[src/design/nctk_pkg.sv]
// ----------------------------------------------------------------------------
// nctk_pkg
// shared types and constants for the nearest centroid top-k search core
// ----------------------------------------------------------------------------
package nctk_pkg;

  localparam int unsigned MaxCentroids = 256;
  localparam int unsigned MaxDims      = 128;
  localparam int unsigned MaxProbe     = 16;
  localparam int unsigned CoordBits    = 16;

  localparam int unsigned CidxW  = $clog2(MaxCentroids);
  localparam int unsigned DimW   = $clog2(MaxDims);
  localparam int unsigned ProbeW = $clog2(MaxProbe);
  localparam int unsigned DistW  = 40;
  localparam int unsigned CfgW   = 9;
  localparam int unsigned AddrW  = CidxW + DimW;

  localparam logic [1:0] RegProbe     = 2'd0;
  localparam logic [1:0] RegCentroids = 2'd1;
  localparam logic [1:0] RegDims      = 2'd2;

  localparam logic OpCentroid = 1'b0;
  localparam logic OpQuery    = 1'b1;

  // command handed from the front end to the search engine
  typedef struct packed {
    logic             is_query;
    logic [CidxW-1:0] cidx;
    logic [DimW-1:0]  xidx;
    logic signed [CoordBits-1:0] value;
    logic             start;
  } cmd_t;

endpackage

[src/design/nctk_front.sv]
// ----------------------------------------------------------------------------
// nctk_front
// accepts items, holds the registers, classifies items into commands
// ----------------------------------------------------------------------------
module nctk_front import nctk_pkg::*; (
  input  logic                        clk_i,
  input  logic                        rst_ni,
  input  logic                        cfg_we_i,
  input  logic [1:0]                  cfg_idx_i,
  input  logic [CfgW-1:0]             cfg_data_i,
  input  logic                        push_i,
  output logic                        full_o,
  input  logic                        op_i,
  input  logic [CidxW-1:0]            centroid_index_i,
  input  logic [DimW-1:0]             coord_index_i,
  input  logic signed [CoordBits-1:0] coord_value_i,
  output logic                        cmd_valid_o,
  output cmd_t                        cmd_o,
  input  logic                        cmd_ready_i,
  output logic [ProbeW:0]             k_o,
  output logic [CidxW:0]              n_o,
  output logic [DimW:0]               dims_o
);

  logic [4:0] probe_q;
  logic [8:0] cent_q;
  logic [7:0] dims_q;

  always_ff @(posedge clk_i or negedge rst_ni) begin
    if (!rst_ni) begin
      probe_q <= 5'd1;
      cent_q  <= 9'd1;
      dims_q  <= 8'd1;
    end else if (cfg_we_i) begin
      unique case (cfg_idx_i)
        RegProbe:     probe_q <= cfg_data_i[4:0];
        RegCentroids: cent_q  <= cfg_data_i[8:0];
        RegDims:      dims_q  <= cfg_data_i[7:0];
        default: ;
      endcase
    end
  end

  logic [ProbeW:0] kc;
  logic [CidxW:0]  nc;
  logic [DimW:0]   dc;

  always_comb begin
    kc = (probe_q == '0) ? (ProbeW+1)'(1) :
         (32'(probe_q) > MaxProbe) ? (ProbeW+1)'(MaxProbe) : (ProbeW+1)'(probe_q);
    nc = (cent_q == '0) ? (CidxW+1)'(1) :
         (32'(cent_q) > MaxCentroids) ? (CidxW+1)'(MaxCentroids) : (CidxW+1)'(cent_q);
    dc = (dims_q == '0) ? (DimW+1)'(1) :
         (32'(dims_q) > MaxDims) ? (DimW+1)'(MaxDims) : (DimW+1)'(dims_q);
  end

  assign n_o    = nc;
  assign dims_o = dc;
  assign k_o    = (32'(kc) > 32'(nc)) ? (ProbeW+1)'(nc) : kc;

  // two-entry command queue
  cmd_t       fifo_q [2];
  logic       wp_q, rp_q;
  logic [1:0] cnt_q;
  logic       wr, rd;

  assign full_o      = (cnt_q == 2'd2);
  assign wr          = push_i && !full_o;
  assign cmd_valid_o = (cnt_q != 2'd0);
  assign rd          = cmd_valid_o && cmd_ready_i;
  assign cmd_o       = fifo_q[rp_q];

  cmd_t cmd_in;
  always_comb begin
    cmd_in.is_query = (op_i == OpQuery);
    cmd_in.cidx     = centroid_index_i;
    cmd_in.xidx     = coord_index_i;
    cmd_in.value    = coord_value_i;
    cmd_in.start    = (op_i == OpQuery) && ({1'b0, coord_index_i} == dc - 1'b1);
  end

  always_ff @(posedge clk_i) begin
    if (wr) fifo_q[wp_q] <= cmd_in;
  end

  always_ff @(posedge clk_i or negedge rst_ni) begin
    if (!rst_ni) begin
      wp_q  <= 1'b0;
      rp_q  <= 1'b0;
      cnt_q <= 2'd0;
    end else begin
      if (wr) wp_q <= ~wp_q;
      if (rd) rp_q <= ~rp_q;
      cnt_q <= cnt_q + 2'(wr) - 2'(rd);
    end
  end

endmodule

[config.mk]
export PLATFORM = sky130hd
export DESIGN_NAME = nctk_front
export DESIGN_NICKNAME = d
export VERILOG_FILES = /design/src/design/nctk_pkg.sv /design/src/design/nctk_front.sv
export SDC_FILE = /design/constraint.sdc
export NUM_CORES = 1
export LEC_CHECK = 0
export BUFFER_PORTS_ARGS = -buffer_cell sky130_fd_sc_hd__buf_2
export CAP_MARGIN = 20
export CORE_ASPECT_RATIO = 0.8
export CORE_MARGIN = 4
export CORE_UTILIZATION = 30
export DETAILED_ROUTE_END_ITERATION = 8
export REMOVE_ABC_BUFFERS = 1
export SLEW_MARGIN = 20
export SYNTH_ARGS = -nofsm -noshare
export SYNTH_HDL_FRONTEND = slang
export SYNTH_SLANG_ARGS = --single-unit
[constraint.sdc]
create_clock -name clk_i -period 6.2 [get_ports clk_i]
set_clock_uncertainty 0.15 [all_clocks]
set_input_delay 0.31 -clock clk_i [delete_from_list [all_inputs] [get_ports clk_i]]
set_output_delay 0.31 -clock clk_i [all_outputs]
set_load 0.03 [all_outputs]
==> qor.yml, run 1 <==
maxCapViolCount: 0
finalCritPeriodShare: 0.506
vias: 2561
ys_types: 42
synthArstFlopShare: 0.283
routed_wl_um: 8770
cts_hold_buffers: 15
timing.fmax_mhz: 319
drc: 0
ys_ff_latch: 92
top_layer: "met4"
worstSetupPathType: "reg2out"
io_pins: 105
slew_headroom: 0.429
synth_edf_count: 66
post-cts-setup-buffer-count: 0
cp.required_ns: 5.74
multi_input_area_mm2: 0.00135
vdd_drop_max_uv: 321
critPathLaunchType: "register"
max_stage_delay_ns: 0.39
fp.dieW_um: 138
seq_area_frac_synth: 0.650
dieArea_mm2: 0.0155
htreeDepth: 3
cts_sinks: 92
critPathArrivalTime_ns: 2.67
final_antenna_net_count: 0
drt_iter0_markers: 87
outcome: "completed"
clk_pin_slew_worst_paths_ns: 0.06
numCtsBuffers: 9
grt_pass1_wl_um: 14100
cts_tree: "done"
pre_cts_slack_ns: 3.42
area_growth_pct: 29.5
cp_max_fo: 5
cpMaxStageDelayCell: "dfrtp_1"
n_fill_cell: 1250
coreArea_mm2: 0.0131
port_buffers: 104
root_buffer: "clkbuf_16"
finalSetupTns_ns: 0
wl_met2_um: 4190
grt_max_degree: 35
grt_overflow_total: 0
leakage_nw: 2.12
ff2ff_setup_slack_ns: 3.50
synthesis.area_mm2: 0.00406
finalCriticalPeriod_ns: 3.13
yosys_warnings: 0
rsz0062_at_grt: "false"
wl_met3_um: 532
wl_per_cell_um: 15.5
setup_viol: 0
seq_area_mm2: 0.00264
antenna_found_initial: 0
layout_setup_ws_ns: 3.07
core.rowCount: 37
grt_pass1_vias: 2680
drt_pass1_iterations: 4
hpwlAfterDp_um: 6180
cts.path.max_buffers: 2
hold_class: "in2reg"
yosysTopAreaCellShare: 0.489
powerDensity_mw_per_mm2: 444
hold_viol: 0
antenna_cells: 0
final_nets: 441
worstMarginPinSlew_ns: 0.856
ys_top_cells_by_area: "edfxtp_1, mux2_2, dfrtp_1"
start_util: 0.311
final_layout_size_suffix_gt1_frac: 0.496
syn_avg_cell_area_um2: 15.5
ctsResizeCount: 0
yosys_most_used_dff: "edfxtp_1"
drv_slew: 0
clock_latency_ns: 0.35
grtUsageTotal: 0.116
synth_cells: 262
place_congestion: 0.861
vias_per_cell: 4.54
met1_length_um: 3980
end_kind: "primary output"
synth_top_area_cell: "edfxtp_1"
cp_cell_sequence: "nor4_1 -> a21oi_1 -> nor2_1 -> ha_1 -> nor2b_1 -> o21a_1 -> o21bai_1 -> a21o_1 -> mux2_2 -> buf_2"
die_y_um: 112
==> critical path: cells and delay by family, from the launching register on <==
kind | cells | cell delay [ns]
AOI/OAI and AO/OA | 4 | 0.65
adders and majority gates | 1 | 0.18
buffers and inverters | 1 | 0.18
muxes | 1 | 0.36
DFF | 1 | 0.39
and+or+nand+nor | 3 | 0.57
==> cell usage in the layout (no fill, tap or decap), types with 5 or more instances in the layout <==
cell type and count:
buf_2 104, clkbuf_16 9, nor2b_1 12, o21ai_0 5, edfxtp_1 66, mux2_2 60
ha_1 8, nand2b_1 7, xor2_1 5, dfrtp_1 22, nor2_1 6, dlygate4sd3_1 17
inv_1 10, xnor2_1 6
==> worst paths after layout <==
path | depth (start not counted) | startpoint | end
setup / recovery | 10 | cent_q[1]$_DFFE_PN0P_ | k_o[1]
hold / removal | 1 | centroid_index_i[6] | fifo_q[0][30]$_DFFE_PP_
hold reg to reg | 1 | cnt_q[1]$_DFF_PN0_ | cnt_q[1]$_DFF_PN0_
min in group asynchronous | 2 | rst_ni | dims_q[1]$_DFFE_PN0P_
setup reg to reg | 10 | dims_q[4]$_DFFE_PN0P_ | fifo_q[1][0]$_DFFE_PP_
max in group asynchronous | 2 | rst_ni | rp_q$_DFFE_PN0P_
==> per-layer routing <==
layer,GRT usage,vias to the layer above
met5,0,-
met4,0.0296,0
met3,0.0477,10
met2,0.191,87
met1,0.143,1249
li1,-,1215
==> kinds of logic (layout without fill, tap and decap cells) <==
| kind of cell | Yosys count | after routing | synth area share |
|---|---|---|---|
| compound gates | 22 | 22 | 0.0382 |
| xor+xnor | 11 | 11 | 0.0238 |
| fa+ha+maj | 8 | 8 | 0.0247 |
| buf+inv | 20 | 147 | 0.0204 |
| flops | 92 | 92 | 0.650 |
| mux | 60 | 60 | 0.167 |
| simple gates | 49 | 49 | 0.0765 |
==> sequential cells by signal, summed over array words and instances, names as in the netlist <==
register	count
dims_q	8
cent_q	9
rp_q	1
fifo_q	66
wp_q	1
probe_q	5
cnt_q	2
==> report_power, final <==
part,internal (mW),total [mW],switching (mW)
Clock,0.315,0.551,0.236
Sequential,0.823,0.936,0.113
Combinational,0.327,0.845,0.517
Total,1.47,2.33,0.866
==> stage by stage <==
| stage | hold WS [ns] | utilization | cells | instance area [µm²] | total power [mW] |
|---|---|---|---|---|---|
| 6_report | 0.0138 | 0.403 | 564 | 5260 | 2.33 |
| 5_1_grt | 0.00276 | 0.403 | 564 | 5260 | 2.47 |
| 4_1_cts | 0.000371 | 0.399 | 561 | 5210 | 2.36 |
| 3_5_place_dp | 0.195 | 0.365 | 531 | 4760 | 1.79 |
| 3_3_place_gp | 0.194 | 0.365 | 531 | 4760 | 1.77 |
| 2_1_floorplan | -0.136 | - | 252 | 4010 | 1.53 |
==> area by class of cell <==
cell class / instances / share of cell area
flip-flops and latches: 92 / 0.502
well taps: 175 / 0.0417
multi-input cells: 150 / 0.256
clock inverters: 6 / 0.0136
repair buffers: 122 / 0.137
clock buffers: 9 / 0.0429
inverters: 10 / 0.00714
==> cell usage after synthesis, drive strengths merged (4+ instances only) <==
cell type and instances:
edfxtp 66, mux2 60, dfrtp 23, nor2b 12, inv 10, ha 8
nor2 8, nand2b 7, o21ai 6, xnor2 6, buf 5, clkbuf 5
xor2 5, a21oi 4
Note: power is estimated with default switching activity, not from simulation.
==> run 2, diff against run 1 <==
--- a/config.mk
+++ b/config.mk
@@ -5,6 +5,7 @@
 export SDC_FILE = /design/constraint.sdc
 export NUM_CORES = 1
 export LEC_CHECK = 0
+export ABC_AREA = 1
 export BUFFER_PORTS_ARGS = -buffer_cell sky130_fd_sc_hd__buf_2
 export CAP_MARGIN = 20
 export CORE_ASPECT_RATIO = 0.8
==> constraint.sdc (replaced) <==
create_clock -name clk_i -period 2.55 [get_ports clk_i]
set_clock_uncertainty 0.15 [all_clocks]
set_input_delay 0.1275 -clock clk_i [delete_from_list [all_inputs] [get_ports clk_i]]
set_output_delay 0.1275 -clock clk_i [all_outputs]
set_load 0.03 [all_outputs]
==> qor.yml, run 2 <==
outcome: "finished, violations left"
violations: "negative setup slack"
grt_pass1_vias: 3395  # +27%
p_seq_frac: 0.350  # -0.051
ys_types: 25  # -40%
top_register: "fifo_q"
vdd_drop_max_uv: 511  # +59%
routed_wl_um: 10400  # +19%
hold_viol: 0  # unchanged
yosys_most_used_dff: "edfxtp_1"
yosys_warnings: 0  # unchanged
vias: 3282  # +28%
hpwlAfterDp_um: 6960  # +13%
cp_max_fo: 5  # unchanged
drc: 0  # unchanged
cts_sinks: 92  # unchanged
use_met3: 0.0460  # -0.00166
drt_pass1_iterations: 4  # unchanged
rsz0062_at_grt: "true"
yosys.cell_count.top_type: "nand2_1"
cpMaxStageDelayCell: "dfstp_2"
wl_per_cell_um: 13.7  # -12%
cp.required_ns: 2.27  # -3.47 ns
clkPwrFrac: 0.230  # -0.006
layout.cells.most_common: "nand2_1"
drv_slew: 0  # unchanged
antenna_found_initial: 0  # unchanged
max_stage_delay_ns: 0.54  # +0.15 ns
port_buffers: 104  # unchanged
slew_headroom: 0.594  # +0.165
grt_max_degree: 34  # -2.9%
worstSetupPathType: "reg2out"
grtUsageTotal: 0.139  # +0.0227
numCtsBuffers: 9  # unchanged
start_util: 0.312  # +0.00115
synth_edf_count: 66  # unchanged
power_switching_mw: 2.51  # +190%
antenna_cells: 0  # unchanged
leakage_nw: 2.70  # +28%
grt_pass1_wl_um: 17200  # +23%
ff2ff_setup_slack_ns: 0.30  # -3.20 ns
synthTopCellsByCount: "nand2_1, edfxtp_1, inv_1"
largest_registers: "fifo_q (66), cent_q (9), dims_q (8)"
cts.path.max_buffers: 2  # unchanged
core.rowCount: 37  # unchanged
fin_cells: 757  # +34%
synthesis.area_mm2: 0.00407  # +0.37%
p_comb_frac: 0.420  # +0.058
critPathArrivalTime_ns: 2.64  # -0.03 ns
critPathLaunchType: "register"
die_y_um: 112  # +0.17%
hold_class: "in2reg"
finalSetupTns_ns: -1.65  # -1.65 ns
grt_most_used_layer: "met2"
yosysTopAreaCellShare: 0.487  # -0.00180
p_int_mw: 3.54  # +140%
powerDensity_mw_per_mm2: 1050  # +140%
use_met2: 0.230  # +0.0400
dieArea_mm2: 0.0155  # +0.34%
met1_usage: 0.174  # +0.0312
root_buffer: "clkbuf_16"
setup_viol: 5  # +5
finalCritPeriodShare: 1.15
largest_reg_flops: 66  # unchanged
worstMarginPinSlew_ns: 0.609  # -0.247 ns
finalCriticalPeriod_ns: 2.92
synthArstFlopShare: 0.283  # unchanged
layout_setup_ws_ns: -0.372  # -3.44 ns
post-route-util: 0.442  # +0.0399
ys_top_cells_by_area: "edfxtp_1, dfrtp_1, nand2_1"
ys_ff_latch: 92  # unchanged
p_sw_frac: 0.414  # +0.0429
final_antenna_net_count: 0  # unchanged
place_congestion: 0.867  # +0.62%
timing.fmax_mhz: 342
maxCapViolCount: 0  # unchanged
io_pins: 105  # unchanged
area_growth_pct: 41.9
htreeDepth: 3  # unchanged
final_layout_size_suffix_gt1_frac: 0.294  # -0.202
seq_area_frac_synth: 0.648  # -0.00240
synth_top_area_cell: "edfxtp_1"
layout_common_cells: "nand2_1, buf_2, edfxtp_1"
coreArea_mm2: 0.0131  # unchanged
cts_tree: "done"
clk_pin_slew_worst_paths_ns: 0.07  # about the same
final_nets: 633  # +44%
syn_avg_cell_area_um2: 9.83  # -36%
end_kind: "primary output"
grt_overflow_total: 0  # unchanged
synth_cells: 414  # +58%
drt_iter0_markers: 161  # +85%
dp_cells: 692  # +30%
cp_cell_sequence: "nor2_1 -> nand3_1 -> nor2_4 -> nor2_4 -> nor2_2 -> inv_2 -> ha_4 -> nand2_4 -> nor2_1 -> a211oi_2 -> nand2_2 -> a21oi_2 -> buf_6"
vias_per_cell: 4.34  # -4.5%
fp.dieW_um: 138  # +0.17%
clock_latency_ns: 0.34  # about the same
-- run 2: cell types whose count changed after synthesis, moves of 3 or more --
cell      before  now
buf_1          3    0
nor3_1         3    0
a21oi_1        3    6
mux2_2        60    0
nand2_1        3  151
nor2_1         7   30
o21ai_0        5   29
nand3b_1       3    0
inv_1         10   47
nand3_1        1   15
nand2b_1       7    0
clkbuf_1       5   10
nor2b_1       12    0
-- run 2: final cells by class --
| class | instances | area, µm² |
|---|---|---|
| clock buffers | 9 | 225 |
| inverters | 50 | 188 |
| clock inverters | 7 | 90.1 |
| flip-flops and latches | 92 | 2640 |
| well taps | 175 | 219 |
| repair buffers | 163 | 1090 |
| fillers | 1268 | 7280 |
| multi-input cells | 261 | 1320 |
-- run 2: metrics by stage --
stage | setup slack (ns) | power, mW | instance area [µm²] | hold WS [ns]
finish | -0.372 | 6.05 | 5780 | 0.0525
global route | -0.480 | 6.45 | 5780 | 0.0876
CTS | -0.295 | 6.09 | 5720 | 0.0483
detailed placement | -0.218 | 4.54 | 4860 | 0.0233
global placement | 0.0371 | 4.49 | 4860 | 0.0109
floorplan | -0.556 | 3.71 | 4020 | -0.318
-- run 2: path summary, 6_finish.rpt --
path / start / endpoint / cells past startpoint
max: cent_q[0]$_DFFE_PN1P_ / k_o[0] / 13
min: push_i / wp_q$_DFFE_PN0P_ / 4
max in group asynchronous: rst_ni / cnt_q[0]$_DFF_PN0_ / 2
min in group asynchronous: rst_ni / dims_q[1]$_DFFE_PN0P_ / 2
min reg2reg: cent_q[6]$_DFFE_PN0P_ / cent_q[6]$_DFFE_PN0P_ / 2
max reg2reg: dims_q[7]$_DFFE_PN0P_ / fifo_q[1][0]$_DFFE_PP_ / 14
-- run 2: critical path, delay by kind of cell, from the launching register on --
kind / cells / cell delay, ns
simple gates: 8 / 0.82
flops: 1 / 0.54
compound gates: 2 / 0.51
buf+inv: 2 / 0.23
fa+ha+maj: 1 / 0.20
-- run 2: cell families after synthesis --
logic type	after synthesis	synth area share
AND/OR/NAND/NOR	202	0.196
flip-flops	92	0.648
buffers and inverters	62	0.0587
AO/OA/AOI/OAI	39	0.0498
XOR/XNOR	11	0.0237
adder cells (fa/ha/maj)	8	0.0246
-- run 2: routing by layer --
metal,part of all wire,wire [µm],vias to the layer above
met2,0.47,4850,105
met3,0.060,625,15
li1,-,-,1654
met4,0.014,148,0
met1,0.46,4770,1508
met5,0,0,-
-- run 2: what timing repair did --
item / CTS / global route
buffers inserted: 2 / 3
pin swaps: 17 / 14
gates resized for setup: 31 / 8
cloned: 1 / 0
setup endpoints to repair: 5 / 5
hold buffers: 43 / 0
hold endpoints to repair: 110 / 0
-- run 2: power groups by stage --
stage | clock, mW | sequential, mW | combinational (mW)
2_1_floorplan | 0 | 2.18 | 1.53
3_3_place_gp | 0 | 2.13 | 2.35
3_5_place_dp | 0 | 2.15 | 2.39
4_1_cts | 1.44 | 2.12 | 2.53
5_1_grt | 1.51 | 2.15 | 2.80
6_report | 1.39 | 2.12 | 2.54
==> run 3, diff against run 2 <==
--- a/config.mk
+++ b/config.mk
@@ -11,6 +11,7 @@
 export CORE_ASPECT_RATIO = 0.8
 export CORE_MARGIN = 4
 export CORE_UTILIZATION = 30
+export CTS_CLUSTER_DIAMETER = 100
 export DETAILED_ROUTE_END_ITERATION = 8
 export REMOVE_ABC_BUFFERS = 1
 export SLEW_MARGIN = 20
==> constraint.sdc (replaced) <==
create_clock -name clk_i -period 2.55 [get_ports clk_i]
set_clock_uncertainty 0.15 [all_clocks]
set_input_delay 0.1275 -clock clk_i [delete_from_list [all_inputs] [get_ports clk_i]]
set_output_delay 0.1275 -clock clk_i [all_outputs]
set_load 0.1 [all_outputs]
==> qor.yml, run 3 (synthesized netlist as in run 2, its figures left out) <==
outcome: "finished, violations left"
violations: "negative setup slack"
top_register: "fifo_q"
crit_buf_inv: 3  # +1
hp-start: "push_i"
htreeDepth: 3  # unchanged
clock_latency_ns: 0.34  # about the same
holdPathEnd: "wp_q$_DFFE_PN0P_"
area_growth_pct: 47.4
port_buffers: 104  # unchanged
met1_usage: 0.179  # +0.00416
finalCritPeriodShare: 1.18  # +0.0335
antenna_found_initial: 0  # unchanged
dieArea_mm2: 0.0155  # unchanged
cts_sinks: 92  # unchanged
vias: 3409  # +3.9%
cts_tree: "done"
coreArea_mm2: 0.0131  # unchanged
antenna_cells: 0  # unchanged
clk_pin_slew_worst_paths_ns: 0.07  # about the same
core.rowCount: 37  # unchanged
cpMostUsedCell: "nor2_4"
cp.required_ns: 2.27  # about the same
post-route-util: 0.460  # +0.0173
cts.path.max_buffers: 2  # unchanged
largest_reg_flops: 66  # unchanged
grt_max_degree: 34  # unchanged
hpwlAfterDp_um: 6970  # about the same
vias_per_cell: 4.38  # +1.1%
drt_pass1_iterations: 4  # unchanged
ff2ff_path_depth: 12  # -2
place_congestion: 0.860  # -0.75%
max_stage_delay_ns: 0.40  # -0.14 ns
dp_cells: 704  # +1.7%
numCtsBuffers: 9  # unchanged
final_antenna_net_count: 0  # unchanged
drt_iter0_markers: 186  # +16%
r2r-start: "dims_q[7]$_DFFE_PN0P_"
worstMarginPinSlew_ns: 0.613  # +0.00472 ns
root_buffer: "clkbuf_16"
regToRegEndpoint: "fifo_q[1][0]$_DFFE_PP_"
final_nets: 654  # +3.3%
grt_overflow_total: 0  # unchanged
die_y_um: 112  # unchanged
timing.fmax_mhz: 333  # -2.8%
grt_pass1_vias: 3427  # +0.94%
finalCriticalPeriod_ns: 3.01  # +0.0855 ns
slew_headroom: 0.591  # -0.00315
ff2ff_setup_slack_ns: 0.30  # about the same
cp_max_fo: 5  # unchanged
multi_input_area_mm2: 0.00131  # -0.66%
largest_registers: "fifo_q (66), cent_q (9), dims_q (8)"
n_fill_cell: 1206  # -4.9%
use_met2: 0.230  # unchanged
wl_per_cell_um: 13.6  # -0.93%
cpMaxStageDelayCell: "dfrtp_1"
layout_setup_ws_ns: -0.457  # -0.0855 ns
drv_slew: 0  # unchanged
rsz0062_at_grt: "true"
holdPathStages: 4  # unchanged
fin_cells: 778  # +2.8%
cp_cell_sequence: "nor2_1 -> nand3_1 -> nor2_4 -> nor2_4 -> nor2_4 -> inv_2 -> ha_4 -> nand2_4 -> o21a_1 -> o21ai_2 -> nand2_2 -> o21ai_1 -> buf_4 -> buf_12"
io_pins: 105  # unchanged
critPathArrivalTime_ns: 2.73  # +0.09 ns
hold_class: "in2reg"
hold_viol: 0  # unchanged
maxCapViolCount: 0  # unchanged
layout.cells.most_common: "nand2_1"
hold_ws_ns: 0.0596  # +0.00706 ns
seq_area_mm2: 0.00264  # unchanged
start_util: 0.312  # unchanged
worstSetupPathType: "reg2out"
grtUsageTotal: 0.141  # +0.00183
routed_wl_um: 10600  # +1.8%
critPathLaunchType: "register"
setup_viol: 6  # +1
drc: 0  # unchanged
grt_most_used_layer: "met2"
grt_pass1_wl_um: 17600  # +1.8%
layout_common_cells: "nand2_1, buf_2, edfxtp_1"
pre_cts_slack_ns: -0.250  # -0.0326 ns
fp.dieW_um: 138  # unchanged
use_met3: 0.0451  # -0.000852
final_layout_size_suffix_gt1_frac: 0.313  # +0.0196
end_kind: "primary output"
path_delay_family: "simple AND/OR/NAND/NOR gates"
[run 3: worst register-to-register path, delay by kind of cell (launching register included)]
kind | cells | cell delay (ns)
adders and majority gates | 1 | 0.25
buffers and inverters | 2 | 0.21
xor gates and xnor gates | 2 | 0.41
DFF | 1 | 0.45
and+or+nand+nor | 7 | 0.54
[run 3: how the worst max path moves through the flow]
stage	start	slack (ns)	to	cells past startpoint
global placement	cent_q[2]$_DFFE_PN0P_	-0.04	k_o[2]	14
global route	cent_q[2]$_DFFE_PN0P_	-0.62	k_o[4]	14
finish	cent_q[2]$_DFFE_PN0P_	-0.46	k_o[4]	14
floorplan	cent_q[8]$_DFFE_PN0P_	-3.22	k_o[1]	10
CTS	cent_q[3]$_DFFE_PN0P_	-0.45	k_o[2]	14
detailed placement	cent_q[0]$_DFFE_PN1P_	-0.25	k_o[2]	14
[run 3: area by class of cell]
type / count / area share
sequential: 92 / 0.439
timing repair buffer: 184 / 0.225
multi-input combinational: 261 / 0.219
clock buffer: 9 / 0.0375
tap: 175 / 0.0365
inverter: 50 / 0.0313
clock inverter: 7 / 0.0113
[run 3: per-stage QoR]
| step | setup TNS, ns | instance area (µm²) |
|---|---|---|
| 2_1_floorplan | -22.30 | 4020 |
| 5_1_grt | -3.28 | 6000 |
| 3_5_place_dp | -1.20 | 5020 |
| 4_1_cts | -2.34 | 5950 |
| 6_report | -2.37 | 6000 |
| 3_3_place_gp | -0.146 | 5020 |
[run 3: layer usage]
layer / part of all wire / vias to the layer above
met1: 0.45 / 1577
met4: 0.018 / 0
met3: 0.060 / 18
li1: - / 1700
met5: 0 / -
met2: 0.47 / 114
[run 3: what timing repair did]
item	4_1_cts	5_1_grt
hold buffers	43	0
gates resized for setup	30	12
pin swaps	17	15
endpoints found under the hold margin	109	0
gates cloned	1	0
buffers inserted	15	1
setup endpoints to repair	5	7
Power of run 3 is not shown: default switching activity piles up to over one toggle a cycle in this logic, so the estimate is an artifact.
